File: config.mk
export PLATFORM = sky130hd
export DESIGN_NAME = key_value_config_tokenizer_unit
export DESIGN_NICKNAME = d
export VERILOG_FILES = /design/src/rtl/kvtok_pkg.sv /design/src/rtl/kvtok_step.sv /design/src/rtl/key_value_config_tokenizer_unit.sv
export SDC_FILE = /design/constraint.sdc
export NUM_CORES = 1
export LEC_CHECK = 0
export ABC_AREA = 1
export BUFFER_PORTS_ARGS = -buffer_cell sky130_fd_sc_hd__buf_4
export CORE_MARGIN = 2
export CORE_UTILIZATION = 65
export CTS_CLUSTER_DIAMETER = 120
export CTS_CLUSTER_SIZE = 25
export DETAILED_ROUTE_END_ITERATION = 10
export PLACE_DENSITY = 0.86
export SYNTH_ARGS = -nofsm -noshare
export SYNTH_HDL_FRONTEND = slang
export SYNTH_SLANG_ARGS = --single-unit
export TNS_END_PERCENT = 1
File: constraint.sdc
create_clock -name clock -period 4.55 [get_ports clock]
set_clock_uncertainty 0.15 [all_clocks]
set_input_delay 0.455 -clock clock [delete_from_list [all_inputs] [get_ports clock]]
set_output_delay 0.455 -clock clock [all_outputs]
set_load 0.01 [all_outputs]
File: src/rtl/kvtok_pkg.sv
// Package for the key = value configuration tokenizer.
// Holds the shared codes, character constants and structured types.
// No dependencies.
`default_nettype none

package kvtok_pkg;

   localparam int MAX_RESULTS = 3;

   typedef enum logic [2:0] {
      SCAN_OUTSIDE = 3'd0,
      SCAN_BARE    = 3'd1,
      SCAN_QUOTED  = 3'd2,
      SCAN_ESCAPE  = 3'd3,
      SCAN_COMMENT = 3'd4
   } scan_type;

   localparam logic [1:0] KIND_BYTE  = 2'd0;
   localparam logic [1:0] KIND_END   = 2'd1;
   localparam logic [1:0] KIND_ERROR = 2'd2;

   localparam logic [1:0] ROLE_KEY   = 2'd0;
   localparam logic [1:0] ROLE_SEP   = 2'd1;
   localparam logic [1:0] ROLE_VALUE = 2'd2;

   localparam logic [1:0] ERR_NONE       = 2'd0;
   localparam logic [1:0] ERR_BAD_ESCAPE = 2'd1;
   localparam logic [1:0] ERR_UNCLOSED   = 2'd2;

   localparam logic [7:0] CHAR_NUL       = 8'h00;
   localparam logic [7:0] CHAR_TAB       = 8'h09;
   localparam logic [7:0] CHAR_LF        = 8'h0A;
   localparam logic [7:0] CHAR_CR        = 8'h0D;
   localparam logic [7:0] CHAR_SPACE     = 8'h20;
   localparam logic [7:0] CHAR_QUOTE     = 8'h22;
   localparam logic [7:0] CHAR_HASH      = 8'h23;
   localparam logic [7:0] CHAR_EQUALS    = 8'h3D;
   localparam logic [7:0] CHAR_BACKSLASH = 8'h5C;

   typedef struct packed {
      scan_type   scan;
      logic [1:0] token_role;
      logic       token_open;
      logic       token_quoted;
      logic [1:0] sep_length;
      logic       sep_is_equals;
      logic       stopped;
   } state_type;

   typedef struct packed {
      logic [1:0] kind;
      logic [7:0] char_out;
      logic [1:0] role;
      logic       quoted;
      logic       format_error;
      logic [1:0] error_code;
      logic       last;
   } result_type;

   typedef struct packed {
      state_type                        st;
      result_type [MAX_RESULTS-1:0]     res;
      logic [1:0]                       count;
   } step_type;

endpackage

`default_nettype wire

File: src/rtl/kvtok_step.sv
// Combinational scanner step: next tokenizer state and up to three results
// for one input byte or end-of-input mark. Depends on kvtok_pkg.
`default_nettype none

module kvtok_step (
   input  wire kvtok_pkg::state_type state_cur,
   input  wire logic [7:0]           char_in,
   input  wire logic                 end_of_input,
   output kvtok_pkg::step_type       step_out
);

   function automatic kvtok_pkg::step_type f_emit(
      input kvtok_pkg::step_type w, input logic [1:0] kind, input logic [7:0] ch,
      input logic q, input logic fmt, input logic [1:0] err);
      kvtok_pkg::step_type r;
      r = w;
      if (r.count != 2'd3) begin
         r.res[r.count].kind         = kind;
         r.res[r.count].char_out     = ch;
         r.res[r.count].role         = r.st.token_role;
         r.res[r.count].quoted       = q;
         r.res[r.count].format_error = fmt;
         r.res[r.count].error_code   = err;
         r.res[r.count].last         = 1'b0;
         r.count = r.count + 2'd1;
      end
      return r;
   endfunction

   function automatic kvtok_pkg::step_type f_clear(input kvtok_pkg::step_type w);
      kvtok_pkg::step_type r;
      r = w;
      r.st.token_open    = 1'b0;
      r.st.token_quoted  = 1'b0;
      r.st.sep_length    = 2'd0;
      r.st.sep_is_equals = 1'b0;
      r.st.scan          = kvtok_pkg::SCAN_OUTSIDE;
      return r;
   endfunction

   function automatic kvtok_pkg::step_type f_put(
      input kvtok_pkg::step_type w, input logic [7:0] c);
      kvtok_pkg::step_type r;
      r = f_emit(w, kvtok_pkg::KIND_BYTE, c, w.st.token_quoted, 1'b0, kvtok_pkg::ERR_NONE);
      if (r.st.sep_length == 2'd0) begin
         r.st.sep_is_equals = (c == kvtok_pkg::CHAR_EQUALS);
      end
      if (r.st.sep_length != 2'd2) begin
         r.st.sep_length = r.st.sep_length + 2'd1;
      end
      r.st.token_open = 1'b1;
      return r;
   endfunction

   function automatic kvtok_pkg::step_type f_end(input kvtok_pkg::step_type w);
      kvtok_pkg::step_type r;
      logic                fmt;
      r = w;
      if (r.st.token_role == kvtok_pkg::ROLE_KEY && r.st.sep_length == 2'd0) begin
         // An empty key ends the parse without a result.
         r = f_clear(r);
         r.st.stopped = 1'b1;
      end else begin
         fmt = (r.st.token_role == kvtok_pkg::ROLE_SEP) &&
               !(r.st.sep_length == 2'd1 && r.st.sep_is_equals);
         r = f_emit(r, kvtok_pkg::KIND_END, 8'h00, r.st.token_quoted, fmt,
                    kvtok_pkg::ERR_NONE);
         if (r.st.token_role == kvtok_pkg::ROLE_KEY) begin
            r.st.token_role = kvtok_pkg::ROLE_SEP;
         end else if (r.st.token_role == kvtok_pkg::ROLE_SEP) begin
            r.st.token_role = kvtok_pkg::ROLE_VALUE;
         end else begin
            r.st.token_role = kvtok_pkg::ROLE_KEY;
         end
         r = f_clear(r);
      end
      return r;
   endfunction

   function automatic kvtok_pkg::step_type f_fail(
      input kvtok_pkg::step_type w, input logic [1:0] code);
      kvtok_pkg::step_type r;
      r = f_emit(w, kvtok_pkg::KIND_ERROR, 8'h00, 1'b0, 1'b0, code);
      r.st.stopped = 1'b1;
      return r;
   endfunction

   function automatic kvtok_pkg::step_type f_plain(
      input kvtok_pkg::step_type w, input logic [7:0] c);
      kvtok_pkg::step_type r;
      r = w;
      case (c)
         kvtok_pkg::CHAR_SPACE, kvtok_pkg::CHAR_TAB,
         kvtok_pkg::CHAR_LF, kvtok_pkg::CHAR_CR: begin
            if (r.st.scan == kvtok_pkg::SCAN_BARE) r = f_end(r);
         end
         kvtok_pkg::CHAR_QUOTE: begin
            r.st.scan         = kvtok_pkg::SCAN_QUOTED;
            r.st.token_open   = 1'b1;
            r.st.token_quoted = 1'b1;
         end
         kvtok_pkg::CHAR_EQUALS: begin
            // A bare token ends first, then the equals sign is a token of its own.
            if (r.st.scan == kvtok_pkg::SCAN_BARE) r = f_end(r);
            r = f_put(r, kvtok_pkg::CHAR_EQUALS);
            r = f_end(r);
         end
         kvtok_pkg::CHAR_HASH: begin
            r.st.scan = kvtok_pkg::SCAN_COMMENT;
         end
         default: begin
            r = f_put(r, c);
            r.st.scan = kvtok_pkg::SCAN_BARE;
         end
      endcase
      return r;
   endfunction

   kvtok_pkg::step_type w;
   logic                is_line_end;

   assign is_line_end = (char_in == kvtok_pkg::CHAR_LF) || (char_in == kvtok_pkg::CHAR_CR);

   always_comb begin
      w       = '0;
      w.st    = state_cur;
      w.count = 2'd0;
      if (state_cur.stopped) begin
         w.count = 2'd0;
      end else if (end_of_input) begin
         if (w.st.scan == kvtok_pkg::SCAN_QUOTED) begin
            w = f_fail(w, kvtok_pkg::ERR_UNCLOSED);
         end else if (w.st.scan == kvtok_pkg::SCAN_ESCAPE) begin
            w = f_fail(w, kvtok_pkg::ERR_BAD_ESCAPE);
         end else begin
            if (w.st.scan == kvtok_pkg::SCAN_COMMENT) begin
               w.st.scan = w.st.token_open ? kvtok_pkg::SCAN_BARE : kvtok_pkg::SCAN_OUTSIDE;
            end
            if (w.st.scan == kvtok_pkg::SCAN_BARE) w = f_end(w);
            // At most two empty tokens bring the role back to key.
            if (!w.st.stopped && w.st.token_role != kvtok_pkg::ROLE_KEY) w = f_end(w);
            if (!w.st.stopped && w.st.token_role != kvtok_pkg::ROLE_KEY) w = f_end(w);
            w.st.stopped = 1'b1;
         end
      end else begin
         case (w.st.scan)
            kvtok_pkg::SCAN_QUOTED: begin
               if (char_in == kvtok_pkg::CHAR_QUOTE) begin
                  w = f_end(w);
               end else if (char_in == kvtok_pkg::CHAR_BACKSLASH) begin
                  w.st.scan = kvtok_pkg::SCAN_ESCAPE;
               end else if (is_line_end) begin
                  w = f_fail(w, kvtok_pkg::ERR_UNCLOSED);
               end else begin
                  w = f_put(w, char_in);
               end
            end
            kvtok_pkg::SCAN_ESCAPE: begin
               if (char_in == kvtok_pkg::CHAR_QUOTE) begin
                  w = f_put(w, kvtok_pkg::CHAR_QUOTE);
                  w.st.scan = kvtok_pkg::SCAN_QUOTED;
               end else begin
                  w = f_fail(w, kvtok_pkg::ERR_BAD_ESCAPE);
               end
            end
            kvtok_pkg::SCAN_COMMENT: begin
               if (is_line_end || char_in == kvtok_pkg::CHAR_NUL) begin
                  w.st.scan = w.st.token_open ? kvtok_pkg::SCAN_BARE : kvtok_pkg::SCAN_OUTSIDE;
                  w = f_plain(w, char_in);
               end
            end
            kvtok_pkg::SCAN_BARE: begin
               w = f_plain(w, char_in);
            end
            default: begin
               w.st.scan = kvtok_pkg::SCAN_OUTSIDE;
               w = f_plain(w, char_in);
            end
         endcase
      end
      if (w.count != 2'd0) begin
         w.res[w.count - 2'd1].last = 1'b1;
      end
   end

   assign step_out = w;

endmodule

`default_nettype wire

File: src/rtl/key_value_config_tokenizer_unit.sv
// The first result of an input transfer is offered in the cycle after it.
// Throughput: one input byte per cycle while each byte gives at most one result
// and the result port is ready; a byte with more results (up to three) holds
// the input side while the single port drains the three-entry result buffer.
// Reset (synchronous, active high) returns the scanner to outside a token with
// the key role, clears the stop flag and empties the result buffer.
`default_nettype none

module key_value_config_tokenizer_unit (
   input  wire logic        clock,
   input  wire logic        reset,
   // Input channel.
   input  wire logic        req_tvalid,
   output logic             req_tready,
   input  wire logic [7:0]  req_tdata,   // [7:0] char_in
   input  wire logic        req_tuser,   // [0] end_of_input
   // Result channel.
   output logic             rsp_tvalid,
   input  wire logic        rsp_tready,
   output logic [15:0]      rsp_tdata,   // [7:0] char_out, [9:8] role, [10] quoted,
                                         // [11] format_error, [13:12] error_code,
                                         // [15:14] zero
   output logic [1:0]       rsp_tuser,   // [1:0] kind
   output logic             rsp_tlast    // last result of this input item
);

   // The scanner state advances on every accepted input transfer. The step
   // logic works out the whole effect of one byte in a single pass, and its
   // results land in a small buffer that the result port drains in order.
   kvtok_pkg::state_type   state_ff;
   kvtok_pkg::state_type   state_in;
   kvtok_pkg::step_type    step;

   kvtok_pkg::result_type [kvtok_pkg::MAX_RESULTS-1:0] buf_ff;
   kvtok_pkg::result_type [kvtok_pkg::MAX_RESULTS-1:0] buf_in;
   logic [1:0]             count_ff;
   logic [1:0]             count_in;

   logic                   req_accept;
   logic                   rsp_accept;

   kvtok_step u_step (
      .state_cur    (state_ff),
      .char_in      (req_tdata),
      .end_of_input (req_tuser),
      .step_out     (step)
   );

   assign rsp_tvalid = (count_ff != 2'd0);
   assign rsp_accept = rsp_tvalid && rsp_tready;

   // A new byte is taken once the buffer is empty, or when its final entry
   // leaves in this same cycle, so single-result bytes stream at full rate.
   assign req_tready = (count_ff == 2'd0) || (count_ff == 2'd1 && rsp_tready);
   assign req_accept = req_tvalid && req_tready;

   always_comb begin
      state_in = state_ff;
      buf_in   = buf_ff;
      count_in = count_ff;
      if (req_accept) begin
         state_in = step.st;
         buf_in   = step.res;
         count_in = step.count;
      end else if (rsp_accept) begin
         buf_in[0] = buf_ff[1];
         buf_in[1] = buf_ff[2];
         count_in  = count_ff - 2'd1;
      end
   end

   always_ff @(posedge clock) begin
      if (reset) begin
         state_ff.scan          <= kvtok_pkg::SCAN_OUTSIDE;
         state_ff.token_role    <= kvtok_pkg::ROLE_KEY;
         state_ff.token_open    <= 1'b0;
         state_ff.token_quoted  <= 1'b0;
         state_ff.sep_length    <= 2'd0;
         state_ff.sep_is_equals <= 1'b0;
         state_ff.stopped       <= 1'b0;
         count_ff               <= 2'd0;
      end else begin
         state_ff <= state_in;
         count_ff <= count_in;
      end
   end

   // The buffer entries are payload and are only read when counted as valid.
   always_ff @(posedge clock) begin
      buf_ff <= buf_in;
   end

   assign rsp_tdata = {2'b00, buf_ff[0].error_code, buf_ff[0].format_error,
                       buf_ff[0].quoted, buf_ff[0].role, buf_ff[0].char_out};
   assign rsp_tuser = buf_ff[0].kind;
   assign rsp_tlast = buf_ff[0].last;

endmodule

`default_nettype wire

Word level (Yosys, flattened, before mapping). Index checks and enable logic that the tools add are counted.

Register bits after elaboration: 64. Output and inout bits: 21.

Add/sub/neg operators: 12. $lt $le $gt $ge: 16. Eq/ne operators: 58. Mux-type cells: 276. Bitwise operators: 2. Reductions and logical operators: 75.

Operators with widths (number): bitwise mux 51 bit (50); demux 17 bit (select 2 bit) (50); two-way mux 64 bit (17); two-way mux 61 bit (16); two-way mux 53 bit (16); one-hot mux 57 bit (3 select lines) (2); one-hot mux 64 bit (4 select lines) (1); two-way mux 17 bit (7); one-hot mux 57 bit (2 select lines) (1); two-way mux 15 bit (7); two-way mux 19 bit (4); two-way mux 34 bit (2); two-way mux 62 bit (1); two-way mux 2 bit (30); two-way mux 59 bit (1); two-way mux 52 bit (1); two-way mux 51 bit (1); two-way mux 7 bit (7); two-way mux 3 bit (13); one-hot mux 3 bit (4 select lines) (3); AND reduction 12 bit (3); two-way mux 5 bit (7); == test 8 x 6 -> 1 bit, second input constant (4); logical AND 1 bit (31); other kinds (38) (164).

Logic depth before layout (Yosys ltp).
Depth in word-level cells: 56. Mapped depth: 18. Depth with buffers taken out: 18.

Modules after synthesis. From an unflattened synthesis, not the netlist that was laid out.

Cells, all modules: 755. Area total of the unflattened synthesis: 5280.1 um2.

Modules (own cells, without submodules): key_value_config_tokenizer_unit (times used 1, cells an instance 254, area each 2657.5 um2, seq. area each 1791.7 um2); kvtok_step (times used 1, cells an instance 501, area each 2622.5 um2, seq. area each 0.0 um2).

Worst setup path after synthesis. OpenSTA, ideal clock, no wires.

Path kind: register -> register. Start point: register state_ff[3] (netlist name). End point: register buf_ff[40] (netlist name), data pin. Library setup time: 0.142 ns. Data arrival time: 2.121 ns. Required time: 4.258 ns. Setup slack: 2.137 ns. Cell stages (with the launch flop): 12. Path buffers: 0. Clock period less this slack: 2.413 ns. Path through: dfxtp_1 > inv_1 > ha_1 > nor2_1 > o21ai_2 > nand2_2 > inv_1 > nand2_1 > ha_1 > nand3b_1 > or3b_1 > o21ai_2.

Longest elaborated chain between the ends: 40.

RTL lines: from (decl) (RTL line key_value_config_tokenizer_unit.sv:30) `kvtok_pkg::state_type state_ff;`; from (signal assigned) (RTL line key_value_config_tokenizer_unit.sv:83) `state_ff <= state_in;`; logical NOT 2 bit (RTL line kvtok_step.sv:59) `if (r.st.token_role == kvtok_pkg::ROLE_KEY && r.st.sep_length == 2'd0) begin`; logical AND 1 bit (RTL line kvtok_step.sv:59); two-way mux 61 bit (RTL line kvtok_step.sv:59); two-way mux 62 bit / two-way mux 64 bit (equally long branches) (RTL line kvtok_step.sv:95, kvtok_step.sv:139); two-way mux 61 bit / two-way mux 64 bit (equally long branches) (RTL line kvtok_step.sv:92, kvtok_step.sv:133); two-way mux 61 bit / two-way mux 64 bit (equally long branches) (RTL line kvtok_step.sv:167, kvtok_step.sv:131); two-way mux 61 bit / two-way mux 64 bit (equally long branches) (RTL line kvtok_step.sv:146, kvtok_step.sv:130); two-way mux 61 bit / two-way mux 64 bit (equally long branches) (RTL line kvtok_step.sv:130, kvtok_step.sv:128); [... 24 more ...]; two-way mux 61 bit (RTL line kvtok_step.sv:59); one-hot mux 57 bit (3 select lines) / two-way mux 64 bit (equally long branches) (RTL line kvtok_step.sv:92, kvtok_step.sv:142); two-way mux 64 bit, on equally long branches (RTL line kvtok_step.sv:167, kvtok_step.sv:133); one-hot mux 64 bit (4 select lines) / two-way mux 64 bit (equally long branches) (RTL line kvtok_step.sv:146, kvtok_step.sv:131); two-way mux 64 bit (*) (RTL line kvtok_step.sv:130) `end else if (end_of_input) begin`; two-way mux 52 bit (RTL line kvtok_step.sv:128) `if (state_cur.stopped) begin`; bitwise mux 51 bit (RTL line kvtok_step.sv:182) `w.res[w.count - 2'd1].last = 1'b1;`; two-way mux 51 bit (*) (RTL line kvtok_step.sv:181) `if (w.count != 2'd0) begin`; to (signal assigned) (RTL line key_value_config_tokenizer_unit.sv:90) `buf_ff <= buf_in;`; to (decl) (RTL line key_value_config_tokenizer_unit.sv:34) `kvtok_pkg::result_type [kvtok_pkg::MAX_RESULTS-1:0] buf_ff;`.

Mark *: on every way between the ends. The rest lies on a longest branch, timed or not. The select of a mux whose other input is x is not followed. A chain may end at the register's enable or synchronous reset.

==> summary.md <==
| Metric | Value |
|---|---|
| Root buffer cell | `clkbuf_8` |
| Slowest cell delay on critical path | `around 370 ps` |
| Clock slew seen by the registers of the worst setup and hold paths | `roughly 90 ps` |
| Iteration count of the initial detailed-routing pass | `6` |
| I/O Pins | `34` |
| Post-synth EDFFs | `30` |
| Core outline area | `around 5500 um2` |
| Iter 0 DRT Violations | `a little over 500` |
| Setup crit end kind | `flop` |
| Timing-limited maximum frequency | `~340 MHz` |
| NumNets Final | `587` |
| Fraction of final layout cells sized beyond drive strength 1 | `roughly a fifth` |
| Share of total power in combinational logic | `between 50% and 60%` |
| Post-CTS setup buffer count | `0` |
| Number of antenna repair diodes | `0` |
| Gate count after technology mapping | `around 550` |
| Placed cell areas | `just under 4000 um2` |
| Count of synthesis-stage warnings from yosys | `0` |
| Critical path buffer and inverter count | `3` |
| Most common cell after layout, fill and taps aside | `nand2_1` |
| Unrepaired setup endpoints after global routing | `no` |
| Post-synthesis sequential area ratio | `31.3%` |
| Worst voltage drop across the vdd grid | `just under 0.0004 V` |
| Clock latency on the worst-skew pair | `~300 ps` |
| Max stage delay cell, worst path | `ha_1` |
| Clock period minus worst slack | `approximately 2900 ps` |
| Count of cells along the worst hold path | `2` |
| Total wirelength of the detailed-routed design | `approximately 11 mm` |
| Top fanout value on the critical path | `8` |
| Setup violations, final | `0` |
| Clk buf depth | `2` |
| Congestion Overflow GR | `0` |
| Via Count | `between 3000 and 4000` |
| Power density cells | `636 nW/um2` |
| Clock tree from TritonCTS | `done` |
| R2r startpoint | `state_ff[3]` |
| Clock buffers created by TritonCTS | `5` |
| Initial cell density of the core | `between 60% and 70%` |
| Count of input and output buffers | `31` |
| CP arrival | `2850 ps` |
| Transition time at the pin with the least slew margin | `roughly 1100 ps` |
| Number of distinct library cells after synthesis | `41` |
| MaxCap Viol Count | `0` |
| Number of placement rows | `27` |
| Stages on worst setup path | `15` |
| Antenna violations before repair | `0` |
| Leakage power | `roughly 0.0019 uW` |
| Via/cell ratio | `6.10` |
| Clock sink count | `between 40 and 50` |
| Number of H-tree levels | `2` |
| Tightest Hold Check Type | `primary input to flop` |
| Commonest cells after routing, fill and taps aside | `nand2_1 (108), nor2_1 (72), inv_1 (64)` |
| Count of hold-fix buffers inserted at cts | `0` |
| Critical path launch point | `state_ff[3]` |
| Most common flop cell mapped by yosys | `edfxtp_1` |
| Detail Placement HPWL | `around 8.6 mm` |
| Number of remaining DRC errors | `0` |
| Number of slew-limit violations in the final report | `0` |
| Fraction of synthesis flops using an asynchronous set or reset pin | `0%` |
| Relative contribution of the clock network to total power | `between 10% and 20%` |
| Worst setup slack for register-to-register paths | `1610 ps` |
| Cell mode on critical path | `nand2_1` |
| End of the worst register-to-register path | `buf_ff[17]` |
| Vertical die dimension | `79.6 um` |
| Proportion of power drawn by flip-flops and latches | `around 29%` |
| Vias in the first global route | `~3500` |
| Cell family with the largest share of critical-path delay | `simple AND/OR/NAND/NOR gates` |
| Number of cells upsized or downsized after cts | `0` |
| Total non-filler cell area in the finished layout | `3980 um2` |
| Switching power total | `1270 uW` |
| Largest net degree at the start of global routing | `28` |
| Post-route fraction of the period consumed by the critical path | `64.6%` |
| Area Overhead vs Synth | `7.15%` |
| Final total negative setup slack | `0 ps` |
| Crit path required time | `~4500 ps` |
| Routed wire per std cell | `between 15 and 20 um` |
| Setup CP Type | `flop to flop` |
| Chain of cells forming the critical path | `inv_1 > ha_1 > nor2_1 > o21ai_2 > nand2_2 > inv_1 > nand2_1 > ha_1 > nand3b_1 > nand2_1 > inv_1 > nand2_1 > nand2_1 > nand2_2 > o21ai_1` |
| DIE WIDTH | `roughly 80 um` |
| Post-Route Hold Slack | `around 220 ps` |
| Overall Global Routing Usage | `35.8%` |
| Wire length of the first global-routing pass | `about 17 mm` |
| Worst slew margin | `slightly below 30%` |
| Number of hold violations in the final report | `0` |
| Mapped Avg Cell Area | `6.72 um2` |
| P_int | `around 1300 uW` |
| Endpoint of the worst setup timing path | `buf_ff[17]` |
| Run status | `complete, no violations` |
| Count of nets left with antenna violations after detail routing | `0` |
| Number of cells on the worst reg-to-reg path | `15` |
| Switching portion of total power | `about half` |
| Die ar. | `between 6000 and 7000 um2` |
| Synthesized cell area | `3710 um2` |
| Register bit total from synthesis | `43` |
| Routability cong. | `1.06` |
| Kind of start point of the critical path | `flop` |
## worst register-to-register path, stage by stage, from the launching register on
cell	delay, ps
dfxtp_1	320
inv_1	190
ha_1	370
nor2_1	150
o21ai_2	200
nand2_2	130
inv_1	150
nand2_1	80
ha_1	290
nand3b_1	170
nand2_1	70
inv_1	30
nand2_1	90
nand2_1	110
nand2_2	110
o21ai_1	80
## layout make-up
cell class / count / area (um2)
multi-input combinational: 402 / 2060
timing repair buffer: 32 / 240
clock buffer: 5 / 68.8
inverter: 82 / 308
tap: 72 / 90.1
sequential: 43 / 1160
clock inverter: 3 / 43.8
fill: 471 / 1530
## power groups by stage
stage	registers, uW	clock network (uW)	logic, uW
detailed placement	735	0	1450
global placement	728	0	1430
finish	731	303	1500
global route	741	321	1630
CTS	727	303	1460
floorplan	699	0	1120
## registers in the layout, summed over array words and instances, names as in the netlist
| name | count |
|---|---|
| rsp_tlast | 1 |
| state_ff | 11 |
| count_ff | 2 |
| rsp_tuser | 2 |
| buf_ff | 13 |
| rsp_tdata | 14 |
## per-stage QoR
step / power [uW] / worst slack [ps] / cells / utilization, %
final: 2530 / 1610 / 639 / 72.2
after global routing: 2690 / 1410 / 639 / 72.2
after CTS: 2490 / 1670 / 639 / 72.2
after detailed placement: 2190 / 1680 / 631 / 70.2
after global placement: 2160 / 1730 / 631 / 70.2
after floorplan: 1820 / 2140 / 555 / -
## worst min path at each step
| stage | slack (ps) | to | from |
|---|---|---|---|
| after global placement | 370 | rsp_tlast | buf_ff[17] |
| after CTS | 220 | state_ff[7] | reset |
| after global routing | 210 | state_ff[10] | reset |
| after detailed placement | 380 | buf_ff[21] | buf_ff[38] |
| final | 220 | state_ff[7] | reset |
| after floorplan | 340 | buf_ff[21] | buf_ff[38] |
## Yosys cell counts, types with 8 or more instances
library cell	count	area, um2
nand2_1	108	405
nor2_1	72	270
inv_1	64	240
nand3_1	40	200
a21oi_1	34	170
o21ai_0	31	155
edfxtp_1	30	901
buf_4	20	150
inv_2	18	67.6
nand2_2	17	106
nor3_1	17	85.1
dfxtp_1	13	260
nor2_2	12	75.1
nand4_1	9	56.3
ha_1	8	100
## layer usage
metal | GRT usage [%] | up-vias | part of all wire (%)
met5 | 0 | - | 0
met4 | 12.9 | 0 | 3.9
met3 | 6.45 | 53 | 12
met2 | 58.2 | 285 | 46
met1 | 47.8 | 1741 | 38
li1 | - | 1820 | -
## logic make-up after synthesis
| kind of cell | after synthesis | synth area share (%) |
|---|---|---|
| other cells | 1 | 0.101 |
| buf+inv | 110 | 13.5 |
| compound gates | 95 | 14.6 |
| simple gates | 295 | 37.8 |
| flops | 43 | 31.3 |
| fa+ha+maj | 8 | 2.70 |
Note: power is estimated with default switching activity, not from simulation.
